$ cat config.mk
export PLATFORM = sky130hd
export DESIGN_NAME = madt_record_walker_core
export DESIGN_NICKNAME = d
export VERILOG_FILES = /design/src/hw/rtl/mrw_pkg.sv /design/src/hw/rtl/mrw_front.sv /design/src/hw/rtl/mrw_queue.sv /design/src/hw/rtl/mrw_back.sv /design/src/hw/rtl/madt_record_walker_core.sv
export SDC_FILE = /design/constraint.sdc
export NUM_CORES = 1
export LEC_CHECK = 0
export ABC_CLOCK_PERIOD_IN_PS = 21400
export BUFFER_PORTS_ARGS = -buffer_cell sky130_fd_sc_hd__buf_2
export CAP_MARGIN = 20
export CORE_UTILIZATION = 55
export CTS_BUF_LIST = sky130_fd_sc_hd__clkbuf_2 sky130_fd_sc_hd__clkbuf_4 sky130_fd_sc_hd__clkbuf_8
export DETAILED_ROUTE_END_ITERATION = 8
export PLACE_DENSITY = 0.7
export SLEW_MARGIN = 20
export SYNTH_ARGS = -nofsm -noshare
export SYNTH_HDL_FRONTEND = slang
export SYNTH_SLANG_ARGS = --single-unit
$ cat constraint.sdc
create_clock -name clk -period 21.4 [get_ports clk]
set_input_delay 2.14 -clock clk [delete_from_list [all_inputs] [get_ports clk]]
set_output_delay 2.14 -clock clk [all_outputs]
set_load 0.05 [all_outputs]
$ cat src/hw/rtl/mrw_pkg.sv
`default_nettype none

package mrw_pkg;

  localparam int unsigned HeaderBytes   = 44;
  localparam int unsigned QueueDepthDef = 4;

  localparam logic [7:0] TypeX2apic       = 8'd9;
  localparam logic [7:0] TypeAddrOverride = 8'd5;

  // result kinds
  localparam logic [1:0] KindRecord = 2'd0;
  localparam logic [1:0] KindGood   = 2'd1;
  localparam logic [1:0] KindBad    = 2'd2;

  // malformed causes
  localparam logic [1:0] CauseShort     = 2'd0;
  localparam logic [1:0] CauseTruncated = 2'd1;
  localparam logic [1:0] CauseLenSmall  = 2'd2;
  localparam logic [1:0] CauseOverrun   = 2'd3;

  localparam logic [2:0] ClassX2apic  = 3'd6;
  localparam logic [2:0] ClassUnknown = 3'd7;

  // one queued event: a first result and, when two_res is set, a
  // well formed verdict that follows it at offset good_off
  typedef struct packed {
    logic [1:0]  kind;
    logic [7:0]  rtype;
    logic [7:0]  rlen;
    logic [31:0] roff;
    logic [2:0]  cls;
    logic [1:0]  cause;
    logic [31:0] addr;
    logic        two_res;
    logic [31:0] good_off;
  } mrw_event_t;

  function automatic logic [2:0] type_class(input logic [7:0] t);
    logic [2:0] c;
    if (t <= TypeAddrOverride) begin
      c = t[2:0];
    end else if (t == TypeX2apic) begin
      c = ClassX2apic;
    end else begin
      c = ClassUnknown;
    end
    return c;
  endfunction

endpackage

`default_nettype wire

$ cat src/hw/rtl/mrw_front.sv
`default_nettype none

module mrw_front (
  input  wire logic               clk,
  input  wire logic               rst,
  input  wire logic               accept,
  input  wire logic [7:0]         table_byte,
  input  wire logic               table_start,
  output logic                    push,
  output mrw_pkg::mrw_event_t     push_event
);
  import mrw_pkg::*;

  typedef enum logic [2:0] {
    PH_IDLE    = 3'b001,
    PH_HEADER  = 3'b010,
    PH_RECORDS = 3'b100
  } phase_t;

  phase_t      phase, phase_next;
  logic [31:0] byte_offset, record_start, table_length, local_address;
  logic [7:0]  pending_type;

  phase_t      eff_phase;
  logic [31:0] o, eff_rs, eff_tl, eff_la;
  logic [7:0]  eff_pt;
  logic [31:0] tl_next, la_next, rs_next, remaining, b_wide;
  logic [7:0]  pt_next;
  logic        ev;
  mrw_event_t  e;

  // restart the walk on a start flag
  always_comb begin
    eff_phase = table_start ? PH_HEADER : phase;
    o         = table_start ? 32'd0 : byte_offset;
    eff_rs    = table_start ? 32'd0 : record_start;
    eff_tl    = table_start ? 32'd0 : table_length;
    eff_la    = table_start ? 32'd0 : local_address;
    eff_pt    = table_start ? 8'd0  : pending_type;
  end

  // classify the byte
  always_comb begin
    tl_next    = eff_tl;
    la_next    = eff_la;
    rs_next    = eff_rs;
    pt_next    = eff_pt;
    phase_next = eff_phase;
    b_wide     = {24'd0, table_byte};
    remaining  = eff_tl - eff_rs;
    ev         = 1'b0;
    e          = '0;
    case (eff_phase)
      PH_HEADER: begin
        if (o >= 32'd4 && o <= 32'd7) begin
          tl_next = eff_tl | (b_wide << {o[1:0], 3'b000});
        end else if (o >= 32'd36 && o <= 32'd39) begin
          la_next = eff_la | (b_wide << {o[1:0], 3'b000});
        end
        e.addr = la_next;
        if (o == 32'd7 && tl_next < 32'(HeaderBytes)) begin
          ev         = 1'b1;
          e.kind     = KindBad;
          e.cause    = CauseShort;
          phase_next = PH_IDLE;
        end else if (o == 32'(HeaderBytes - 1)) begin
          rs_next = 32'(HeaderBytes);
          if (tl_next == 32'(HeaderBytes)) begin
            ev         = 1'b1;
            e.kind     = KindGood;
            e.roff     = tl_next;
            phase_next = PH_IDLE;
          end else begin
            phase_next = PH_RECORDS;
          end
        end
      end
      PH_RECORDS: begin
        e.addr = eff_la;
        e.roff = eff_rs;
        if (o == eff_rs) begin
          if (remaining < 32'd2) begin
            ev         = 1'b1;
            e.kind     = KindBad;
            e.cause    = CauseTruncated;
            phase_next = PH_IDLE;
          end else begin
            pt_next = table_byte;
          end
        end else if (o == eff_rs + 32'd1) begin
          ev      = 1'b1;
          e.rtype = eff_pt;
          e.rlen  = table_byte;
          if (table_byte < 8'd2) begin
            e.kind     = KindBad;
            e.cause    = CauseLenSmall;
            phase_next = PH_IDLE;
          end else if (b_wide > remaining) begin
            e.kind     = KindBad;
            e.cause    = CauseOverrun;
            phase_next = PH_IDLE;
          end else begin
            e.kind     = KindRecord;
            e.cls      = type_class(eff_pt);
            rs_next    = eff_rs + b_wide;
            if (b_wide == remaining) begin
              e.two_res  = 1'b1;
              e.good_off = eff_tl;
              phase_next = PH_IDLE;
            end
          end
        end
      end
      default: begin
      end
    endcase
  end

  assign push       = accept && ev;
  assign push_event = e;

  // advance the walk state on each accepted beat
  always_ff @(posedge clk) begin
    if (rst) begin
      phase         <= PH_IDLE;
      byte_offset   <= '0;
      record_start  <= '0;
      table_length  <= '0;
      local_address <= '0;
      pending_type  <= '0;
    end else if (accept) begin
      phase         <= phase_next;
      record_start  <= rs_next;
      table_length  <= tl_next;
      local_address <= la_next;
      pending_type  <= pt_next;
      if (eff_phase != PH_IDLE) begin
        byte_offset <= o + 32'd1;
      end
    end
  end

endmodule

`default_nettype wire

$ cat src/hw/rtl/mrw_queue.sv
`default_nettype none

module mrw_queue #(
  parameter int unsigned Depth = mrw_pkg::QueueDepthDef
) (
  input  wire logic               clk,
  input  wire logic               rst,
  input  wire logic               push,
  input  wire mrw_pkg::mrw_event_t push_event,
  input  wire logic               pop,
  output mrw_pkg::mrw_event_t     head,
  output logic                    full,
  output logic                    empty
);
  import mrw_pkg::*;

  localparam int unsigned PtrW = (Depth > 1) ? $clog2(Depth) : 1;
  localparam int unsigned CntW = $clog2(Depth + 1);

  mrw_event_t      mem [Depth];
  logic [PtrW-1:0] wr_ptr, rd_ptr;
  logic [CntW-1:0] count;

  assign full  = (count == CntW'(Depth));
  assign empty = (count == '0);
  assign head  = mem[rd_ptr];

  // store entries
  always_ff @(posedge clk) begin
    if (push) begin
      mem[wr_ptr] <= push_event;
    end
  end

  // move pointers and occupancy
  always_ff @(posedge clk) begin
    if (rst) begin
      wr_ptr <= '0;
      rd_ptr <= '0;
      count  <= '0;
    end else begin
      if (push) begin
        wr_ptr <= (wr_ptr == PtrW'(Depth - 1)) ? '0 : wr_ptr + 1'b1;
      end
      if (pop) begin
        rd_ptr <= (rd_ptr == PtrW'(Depth - 1)) ? '0 : rd_ptr + 1'b1;
      end
      if (push && !pop) begin
        count <= count + 1'b1;
      end else if (pop && !push) begin
        count <= count - 1'b1;
      end
    end
  end

  a_no_overflow: assert property (@(posedge clk) disable iff (rst) push |-> !full)
    else $error("queue written while full");
  a_no_underflow: assert property (@(posedge clk) disable iff (rst) pop |-> !empty)
    else $error("queue read while empty");
  a_count_bound: assert property (@(posedge clk) disable iff (rst)
                                  count <= CntW'(Depth))
    else $error("queue occupancy out of range");

endmodule

`default_nettype wire

$ cat src/hw/rtl/mrw_back.sv
`default_nettype none

module mrw_back (
  input  wire logic               clk,
  input  wire logic               rst,
  input  wire mrw_pkg::mrw_event_t head,
  input  wire logic               empty,
  output logic                    pop,
  output logic                    m_tvalid,
  input  wire logic               m_tready,
  output logic [87:0]             m_tdata,
  output logic [1:0]              m_tuser,
  output logic                    m_tlast
);
  import mrw_pkg::*;

  logic        can_load;
  logic        sec_pending;
  logic [31:0] sec_off;
  logic [1:0]  kind;
  logic [7:0]  rtype, rlen;
  logic [31:0] roff, addr;
  logic [2:0]  cls;
  logic [1:0]  cause;
  logic        last;

  assign can_load = !m_tvalid || m_tready;
  assign pop      = can_load && !sec_pending && !empty;

  // hold control of the output register
  always_ff @(posedge clk) begin
    if (rst) begin
      m_tvalid    <= 1'b0;
      sec_pending <= 1'b0;
    end else if (can_load) begin
      if (sec_pending) begin
        m_tvalid    <= 1'b1;
        sec_pending <= 1'b0;
      end else if (!empty) begin
        m_tvalid    <= 1'b1;
        sec_pending <= head.two_res;
      end else begin
        m_tvalid <= 1'b0;
      end
    end
  end

  // load the result payload; the verdict that follows a record reuses addr
  always_ff @(posedge clk) begin
    if (can_load) begin
      if (sec_pending) begin
        kind  <= KindGood;
        rtype <= '0;
        rlen  <= '0;
        roff  <= sec_off;
        cls   <= '0;
        cause <= '0;
        last  <= 1'b1;
      end else if (!empty) begin
        kind    <= head.kind;
        rtype   <= head.rtype;
        rlen    <= head.rlen;
        roff    <= head.roff;
        cls     <= head.cls;
        cause   <= head.cause;
        addr    <= head.addr;
        last    <= !head.two_res;
        sec_off <= head.good_off;
      end
    end
  end

  assign m_tdata = {3'b000, addr, cause, cls, roff, rlen, rtype};
  assign m_tuser = kind;
  assign m_tlast = last;

  a_second_held: assert property (@(posedge clk) disable iff (rst)
                                  sec_pending |-> m_tvalid && !m_tlast)
    else $error("pending verdict without a shown record");
  a_second_kind: assert property (@(posedge clk) disable iff (rst)
                                  sec_pending |-> m_tuser == KindRecord)
    else $error("pending verdict follows a non-record result");
  a_verdict_next: assert property (@(posedge clk) disable iff (rst)
                                   sec_pending && m_tready |=>
                                   m_tvalid && m_tlast && m_tuser == KindGood)
    else $error("verdict did not follow its record");

endmodule

`default_nettype wire

$ cat src/hw/rtl/madt_record_walker_core.sv
// Channel | Signals                               | Beat
// s_*     | tvalid tready tdata[7:0] tuser[0]     | one table byte
// m_*     | tvalid tready tdata[87:0] tuser[1:0] tlast | one result
//
// Every byte is classified in the cycle it is accepted; a byte may be
// taken every cycle. Results leave one per cycle while m_tready is high,
// through the event queue and then an output register; the length byte
// of the last record gives two results, the record and its verdict.
// The event queue (QueueDepth entries) absorbs output stalls; s_tready
// drops only when it is full. Reset clears the walk to idle and empties
// the queue; bytes are ignored until one arrives with the start flag.
`default_nettype none

module madt_record_walker_core #(
  parameter int unsigned QueueDepth = mrw_pkg::QueueDepthDef
) (
  input  wire logic        clk,
  input  wire logic        rst,
  input  wire logic        s_tvalid,
  output logic             s_tready,
  input  wire logic [7:0]  s_tdata,   // [7:0] table_byte
  input  wire logic        s_tuser,   // [0] table_start
  output logic             m_tvalid,
  input  wire logic        m_tready,
  // [7:0] record_type, [15:8] record_length, [47:16] record_offset,
  // [50:48] type_class, [52:51] error_cause, [84:53] controller_address,
  // [87:85] zero
  output logic [87:0]      m_tdata,
  output logic [1:0]       m_tuser,   // [1:0] result_kind
  output logic             m_tlast    // last_of_run
);
  import mrw_pkg::*;

  logic       accept, push, pop, full, empty;
  mrw_event_t push_event, head;

  assign s_tready = !full;
  assign accept   = s_tvalid && s_tready;

  mrw_front u_front (
    .clk        (clk),
    .rst        (rst),
    .accept     (accept),
    .table_byte (s_tdata),
    .table_start(s_tuser),
    .push       (push),
    .push_event (push_event)
  );

  mrw_queue #(
    .Depth(QueueDepth)
  ) u_queue (
    .clk       (clk),
    .rst       (rst),
    .push      (push),
    .push_event(push_event),
    .pop       (pop),
    .head      (head),
    .full      (full),
    .empty     (empty)
  );

  mrw_back u_back (
    .clk     (clk),
    .rst     (rst),
    .head    (head),
    .empty   (empty),
    .pop     (pop),
    .m_tvalid(m_tvalid),
    .m_tready(m_tready),
    .m_tdata (m_tdata),
    .m_tuser (m_tuser),
    .m_tlast (m_tlast)
  );

endmodule

`default_nettype wire
==> impl_metrics.env, run 1 <==
export IMPL_outcome="complete, no violations"
export IMPL_die_y_um=251.1
export IMPL_critPathTopFamily="buffers and inverters"
export IMPL_cp_required_ns=21.74
export IMPL_finalMaxSlewViolations=0
export IMPL_synth_async_sr_flop_share_pct=0
export IMPL_first_iter_violations=2145
export IMPL_post_dp_cell_area_um2=35300
export IMPL_viasPerCell=6.490
export IMPL_grtUsageMet3_pct=4.173
export IMPL_p_int_uw=2725
export IMPL_p_seq_share_pct=45.2
export IMPL_clock_sinks=750
export IMPL_clkTransAtPathRegs_ns=0.06
export IMPL_vdd_drop_max_uv=105.7
export IMPL_drtPass1Iterations=6
export IMPL_endpoint_kind="flop"
export IMPL_final_hold_viol_count=0
export IMPL_criticalPathCategory="input port to flop"
export IMPL_min_period_over_period_pct=42.55
export IMPL_grt_use_met1_pct=44.52
export IMPL_synth_distinct_cells=93
export IMPL_drc=0
export IMPL_swShare_pct=32.75
export IMPL_finalNetCount=2725
export IMPL_critPathArrivalTime_ns=9.44
export IMPL_grt_total_usage_pct=31.73
export IMPL_worst_pin_slew_ns=1.194
export IMPL_grt_busiest_layer="met2"
export IMPL_syn_to_final_growth_pct=10.95
export IMPL_rsz0062_at_grt="false"
export IMPL_pre_cts_ws_ns=11.76
export IMPL_yosysTopAreaCellShare_pct=52.78
export IMPL_ant_nets=0
export IMPL_setup_viol=0
export IMPL_ys_warn_count=0
export IMPL_clk_root_buffer_cell="clkbuf_8"
export IMPL_cts_tree="built"
export IMPL_htreeDepth=3
export IMPL_pwr_share_clk_pct=31.2
export IMPL_grt_pass1_wl_um=147200
export IMPL_hold_buffers=0
export IMPL_n_fill_cell=4526
export IMPL_path_cells="buf_2, buf_4, buf_4, nor2b_1, inv_1, ha_1, a21oi_1, o21ai_0, a21o_1, a21oi_1, mux2_2, a311oi_1, or4b_1, nor4_1, a311oi_1, nor2_1, and2_4, buf_4, buf_4"
export IMPL_cp_max_fo=69
export IMPL_yosysTopAreaCell="edfxtp_1"
export IMPL_use_met2_pct=51.25
export IMPL_insertion_delay_ns=0.74
export IMPL_die_width_um=251.1
export IMPL_vias=22963
export IMPL_synth_seq_cells=750
export IMPL_relSlewSlack_pct=19.99
export IMPL_tns_ns=0
export IMPL_place_inst=3316
export IMPL_powerDensity_nw_per_um2=107.0
export IMPL_synthTopCellsByArea="edfxtp_1 53%, dfxtp_1 8.8%, mux4_2 7.9%, nor2_1 2.4%, ha_1 2.0%"
export IMPL_die_area_um2=63070
export IMPL_clock_path_buffers=3
export IMPL_p_sw_uw=1327
export IMPL_start_kind="input port"
export IMPL_synth_area_um2=34140
export IMPL_dp_hpwl_um=67660
export IMPL_drt_total_wl_um=99810
export IMPL_num_rows=90
export IMPL_crit_path_max_incr_delay_ns=0.79
export IMPL_p_leak_uw=0.01395
export IMPL_floorplan_initialDensity_pct=56.14
export IMPL_synth_seq_area_share_pct=61.57
export IMPL_finClkSkew_ns=0.03630
export IMPL_synth_common_cells="600 x edfxtp_1, 215 x nor2_1, 161 x nand2_1, 150 x dfxtp_1, 136 x clkbuf_1"
export IMPL_postCtsSetupBuffers=0
export IMPL_final_cells=3538
export IMPL_gp_routability_congestion=0.9913
export IMPL_wl_per_cell_um=28.21
export IMPL_ios=106
export IMPL_io_buffers=102
export IMPL_design_area_um2=37880
export IMPL_hold_class="flop to flop"
export IMPL_crit_slowest_cell="buf_4"
export IMPL_grt_ovfl_total=0
export IMPL_synthCells=2567
export IMPL_cts_resized_gates=0
export IMPL_layout_drive_gt1_share_pct=19.76
export IMPL_grt_pass1_vias=22470
export IMPL_coreArea_um2=60810
export IMPL_cap_violations=0
export IMPL_avgSynthCellArea_um2=13.30
export IMPL_crit_buf_inv=6
export IMPL_cts_buffers=117
export IMPL_crit_path_frequent_cell="buf_4"
export IMPL_ys_flop_type="edfxtp_1"
export IMPL_setup_ws_ns=12.29
export IMPL_period_needed_ns=9.106
export IMPL_combPwrFrac_pct=23.5
export IMPL_synth_edf_count=600
export IMPL_grt_antenna_before_repair=10
export IMPL_grt_max_degree=76
export IMPL_synthMostInstantiatedCell="edfxtp_1"
export IMPL_max_freq_mhz=109.8
cells by family after synthesis:
group                      synth area share, %
DFF                                      61.57
other                                  0.01098
muxes                                    9.628
adders and majority gates                2.192
xor gates and xnor gates                 2.232
AOI/OAI and AO/OA                        8.734
and+or+nand+nor                          13.03
buffers and inverters                    2.602
path summary, 6_finish.rpt:
path	depth (start not counted)	startpoint	to	slack, ns
max	19	s_tuser	u_queue.mem[0][63]$_DFFE_PP_	12.29
min reg2reg	2	u_front.table_length[6]$_SDFFE_PP0P_	u_front.table_length[6]$_SDFFE_PP0P_	0.46
max reg2reg	16	u_front.record_start[8]$_SDFFE_PP0P_	u_queue.mem[0][63]$_DFFE_PP_	14.19
min	2	u_front.table_length[6]$_SDFFE_PP0P_	u_front.table_length[6]$_SDFFE_PP0P_	0.46
metrics by stage:
| stage | hold slack, ns | power (uW) | util (%) |
|---|---|---|---|
| floorplan | 0.4274 | 2560 | - |
| finish | 0.4605 | 4052 | 62.29 |
| global placement | 0.4485 | 2810 | 58.04 |
| detailed placement | 0.4497 | 2818 | 58.05 |
| CTS | 0.4566 | 4080 | 62.23 |
| global route | 0.4777 | 4192 | 62.28 |
flip-flops by register name, indices dropped and copies added (netlist names), named ones only:
signal and count:
u_queue.mem 480, u_back.addr 32, u_back.roff 32, u_back.sec_off 32, u_front.byte_offset 32, u_front.local_address 32
u_front.record_start 32, u_front.table_length 32, u_back.rlen 8, u_back.rtype 8, u_front.pending_type 8, u_back.cls 3
u_front.phase 3, u_queue.count 3, u_back.cause 2, u_back.m_tuser 2, u_queue.rd_ptr 2, u_queue.wr_ptr 2
u_back.m_tlast 1, u_back.m_tvalid 1, u_back.sec_pending 1
metal layers:
layer | share of wire, % | routed length (um)
met1 | 43 | 42520
met2 | 48 | 47650
met3 | 6.6 | 6545
met4 | 3.1 | 3093
met5 | 0 | 0
placed cells by master, fill, tap and decap left out, types with 11 or more instances in the layout:
cell        n
a22oi_1    16
clkbuf_4   42
and2_1     51
dfxtp_1   147
xor2_1     33
mux2i_1    19
inv_1      52
a32oi_1    53
ha_1       55
edfxtp_1  600
a22o_1     24
clkinv_2   14
nand4_1    51
buf_2     101
or3_1      11
mux2_2     35
nand3_1    66
nor3_1     36
and3_1     61
a21oi_1    87
a21o_1     28
nor4_1     28
a31oi_1    22
o21ai_0    64
xnor2_1    54
clkbuf_8  136
mux4_2    120
a32o_1     11
nand2b_1   13
nor2_1    213
clkinv_1   14
nand2_1   160
nor2b_1    67
o211ai_1   19
a211oi_1   18
buf_4      39
power groups by stage:
stage | combinational (uW) | clock [uW] | sequential, uW
finish | 954 | 1260 | 1830
global route | 999 | 1340 | 1850
CTS | 959 | 1290 | 1840
detailed placement | 954 | 0 | 1860
global placement | 948 | 0 | 1860
floorplan | 410 | 0 | 2150
final cells by class:
type	instances	area, um^2	area share [%]
flip-flops and latches	750	21030	55.52
multi-input cells	1592	12300	32.47
clock buffers	178	2187	5.774
well taps	782	978.4	2.583
repair buffers	141	825.8	2.180
clock inverters	40	354.1	0.9349
inverters	52	195.2	0.5153
diodes	3	7.507	0.01982
tightest hold or removal path: stages, from the launching register on:
cell     delay (ns)
dfxtp_1        0.31
nand2_1        0.05
a21oi_1        0.05
(Power assumes the default switching activity.)
==> run 2: changes to the inputs <==
ABC_CLOCK_PERIOD_IN_PS = 8700   (was 21400)
clock period = 8.7 ns   (was 21.4 ns; I/O delays follow)
==> impl_metrics.env, run 2 (synthesis gave the netlist of run 1 again) <==
export IMPL_n_fill_cell=4611
export IMPL_route_met3_wl_um=8708
export IMPL_final_cell_mix="600 x edfxtp_1, 213 x nor2_1, 160 x nand2_1"
export IMPL_cp_max_fo=34
export IMPL_hold_class="flop to flop"
export IMPL_insertion_delay_ns=0.74
export IMPL_vdd_drop_max_uv=253.1
export IMPL_clk_root_buffer_cell="clkbuf_8"
export IMPL_syn_to_final_growth_pct=10.95
export IMPL_top_layer="met4"
export IMPL_grt_max_degree=94
export IMPL_dp_hpwl_um=67510
export IMPL_rsz0062_at_grt="false"
export IMPL_setup_viol=0
export IMPL_die_width_um=251.1
export IMPL_criticalPathCategory="input port to flop"
export IMPL_cap_violations=0
export IMPL_outcome="complete, no violations"
export IMPL_postCtsSetupBuffers=0
export IMPL_die_area_um2=63070
export IMPL_regMostFlops="u_queue.mem"
export IMPL_die_y_um=251.1
export IMPL_num_rows=90
export IMPL_clock_path_buffers=3
export IMPL_grt_antenna_before_repair=4
export IMPL_tns_ns=0
export IMPL_finalMaxSlewViolations=0
export IMPL_max_freq_mhz=151.1
export IMPL_cts_tree="built"
export IMPL_htreeDepth=3
export IMPL_drt_total_wl_um=98370
export IMPL_grt_pass1_vias=22536
export IMPL_grt_total_usage_pct=31.45
export IMPL_min_period_over_period_pct=76.08
export IMPL_endpoint_kind="flop"
export IMPL_critPathArrivalTime_ns=7.26
export IMPL_vias=23001
export IMPL_relSlewSlack_pct=23.64
export IMPL_grt_ovfl_total=0
export IMPL_first_iter_violations=2276
export IMPL_coreArea_um2=60810
export IMPL_drc=0
export IMPL_wl_met2_um=44100
export IMPL_ant_nets=0
export IMPL_multi_input_area_um2=12290
export IMPL_drtPass1Iterations=6
export IMPL_wl_per_cell_um=27.74
export IMPL_grt_pass1_wl_um=145800
export IMPL_worst_pin_slew_ns=1.145
export IMPL_final_common_cell="edfxtp_1"
export IMPL_wl_met1_um=41840
export IMPL_gp_routability_congestion=1.001
export IMPL_ios=106
export IMPL_p_leak_uw=0.01394
export IMPL_power_total_uw=9804
export IMPL_period_needed_ns=6.619
export IMPL_floorplan_initialDensity_pct=56.14
export IMPL_final_util_pct=62.29
export IMPL_reg2reg_depth=20
export IMPL_viasPerCell=6.486
export IMPL_clock_sinks=750
export IMPL_finClkSkew_ns=0.03639
export IMPL_powerDensity_nw_per_um2=258.8
export IMPL_finalNetCount=2729
export IMPL_regArea_um2=21030
export IMPL_clkTransAtPathRegs_ns=0.06
export IMPL_cp_required_ns=9.34
export IMPL_io_buffers=102
export IMPL_cts_resized_gates=0
export IMPL_cts_buffers=116
export IMPL_layout_drive_gt1_share_pct=19.89
export IMPL_whs_path_depth=2
export IMPL_whs_ns=0.4708
export IMPL_hold_buffers=0
export IMPL_final_hold_viol_count=0
export IMPL_start_kind="input port"
export IMPL_largest_register_ffs=480
[run 2: changes by cell type in the layout (fill, tap and decap cells not counted), sizes merged]
cell,previous run,this run
bufinv,4,1
buf,141,146
clkbuf,178,185
clkinv,31,29
diode,3,4
[run 2: cell type report]
type                       instances  share of cell area, %
timing repair buffer             146                  2.567
multi-input combinational       1592                  32.45
inverter                          52                 0.5153
clock inverter                    35                 0.6508
clock buffer                     185                  5.682
sequential                       750                  55.52
tap                              782                  2.583
antenna                            4                0.02643
[run 2: final timing paths]
check / startpoint / to / slack, ns
min: u_front.table_length[6]$_SDFFE_PP0P_ / u_front.table_length[6]$_SDFFE_PP0P_ / 0.47
max: s_tuser / u_queue.count[2]$_SDFFE_PP0P_ / 2.08
max reg2reg: u_front.record_start[8]$_SDFFE_PP0P_ / u_queue.count[2]$_SDFFE_PP0P_ / 2.10
min reg2reg: u_front.table_length[6]$_SDFFE_PP0P_ / u_front.table_length[6]$_SDFFE_PP0P_ / 0.47
[run 2: power breakdown]
group | switching (uW) | internal (uW)
Combinational | 1670 | 642
Sequential | 195 | 4310
Clock | 1370 | 1610
[run 2: layer usage]
metal  vias up  track usage, %
li1      10118               -
met1     11514           45.04
met2      1136           47.76
met3       233           6.264
met4         0           11.88
met5         -               0
[run 2: stage by stage]
stage                     setup WS [ns]  std cells  instance area, um^2
after global routing              1.780       3543                37870
final                             2.081       3546                37880
after detailed placement          1.545       3322                35460
after CTS                         2.255       3542                37860
after floorplan                  0.6771       2569                34150
after global placement            1.561       3322                35460
[run 2: critical path, stage by stage]
cell      delay [ns]
buf_2           0.16
buf_4           0.28
nor2b_1         0.48
inv_1           0.32
ha_1            0.44
a21oi_1         0.24
o21ai_0         0.16
a21o_1          0.17
a21oi_1         0.37
mux2_2          0.40
a311oi_1        0.27
or4b_1          0.59
nor4_1          0.37
buf_4           0.24
a311oi_1        0.11
nor2_1          0.44
ha_1            0.28
inv_1           0.06
fa_1            0.37
xor2_1          0.17
or3_1           0.31
a21oi_1         0.14
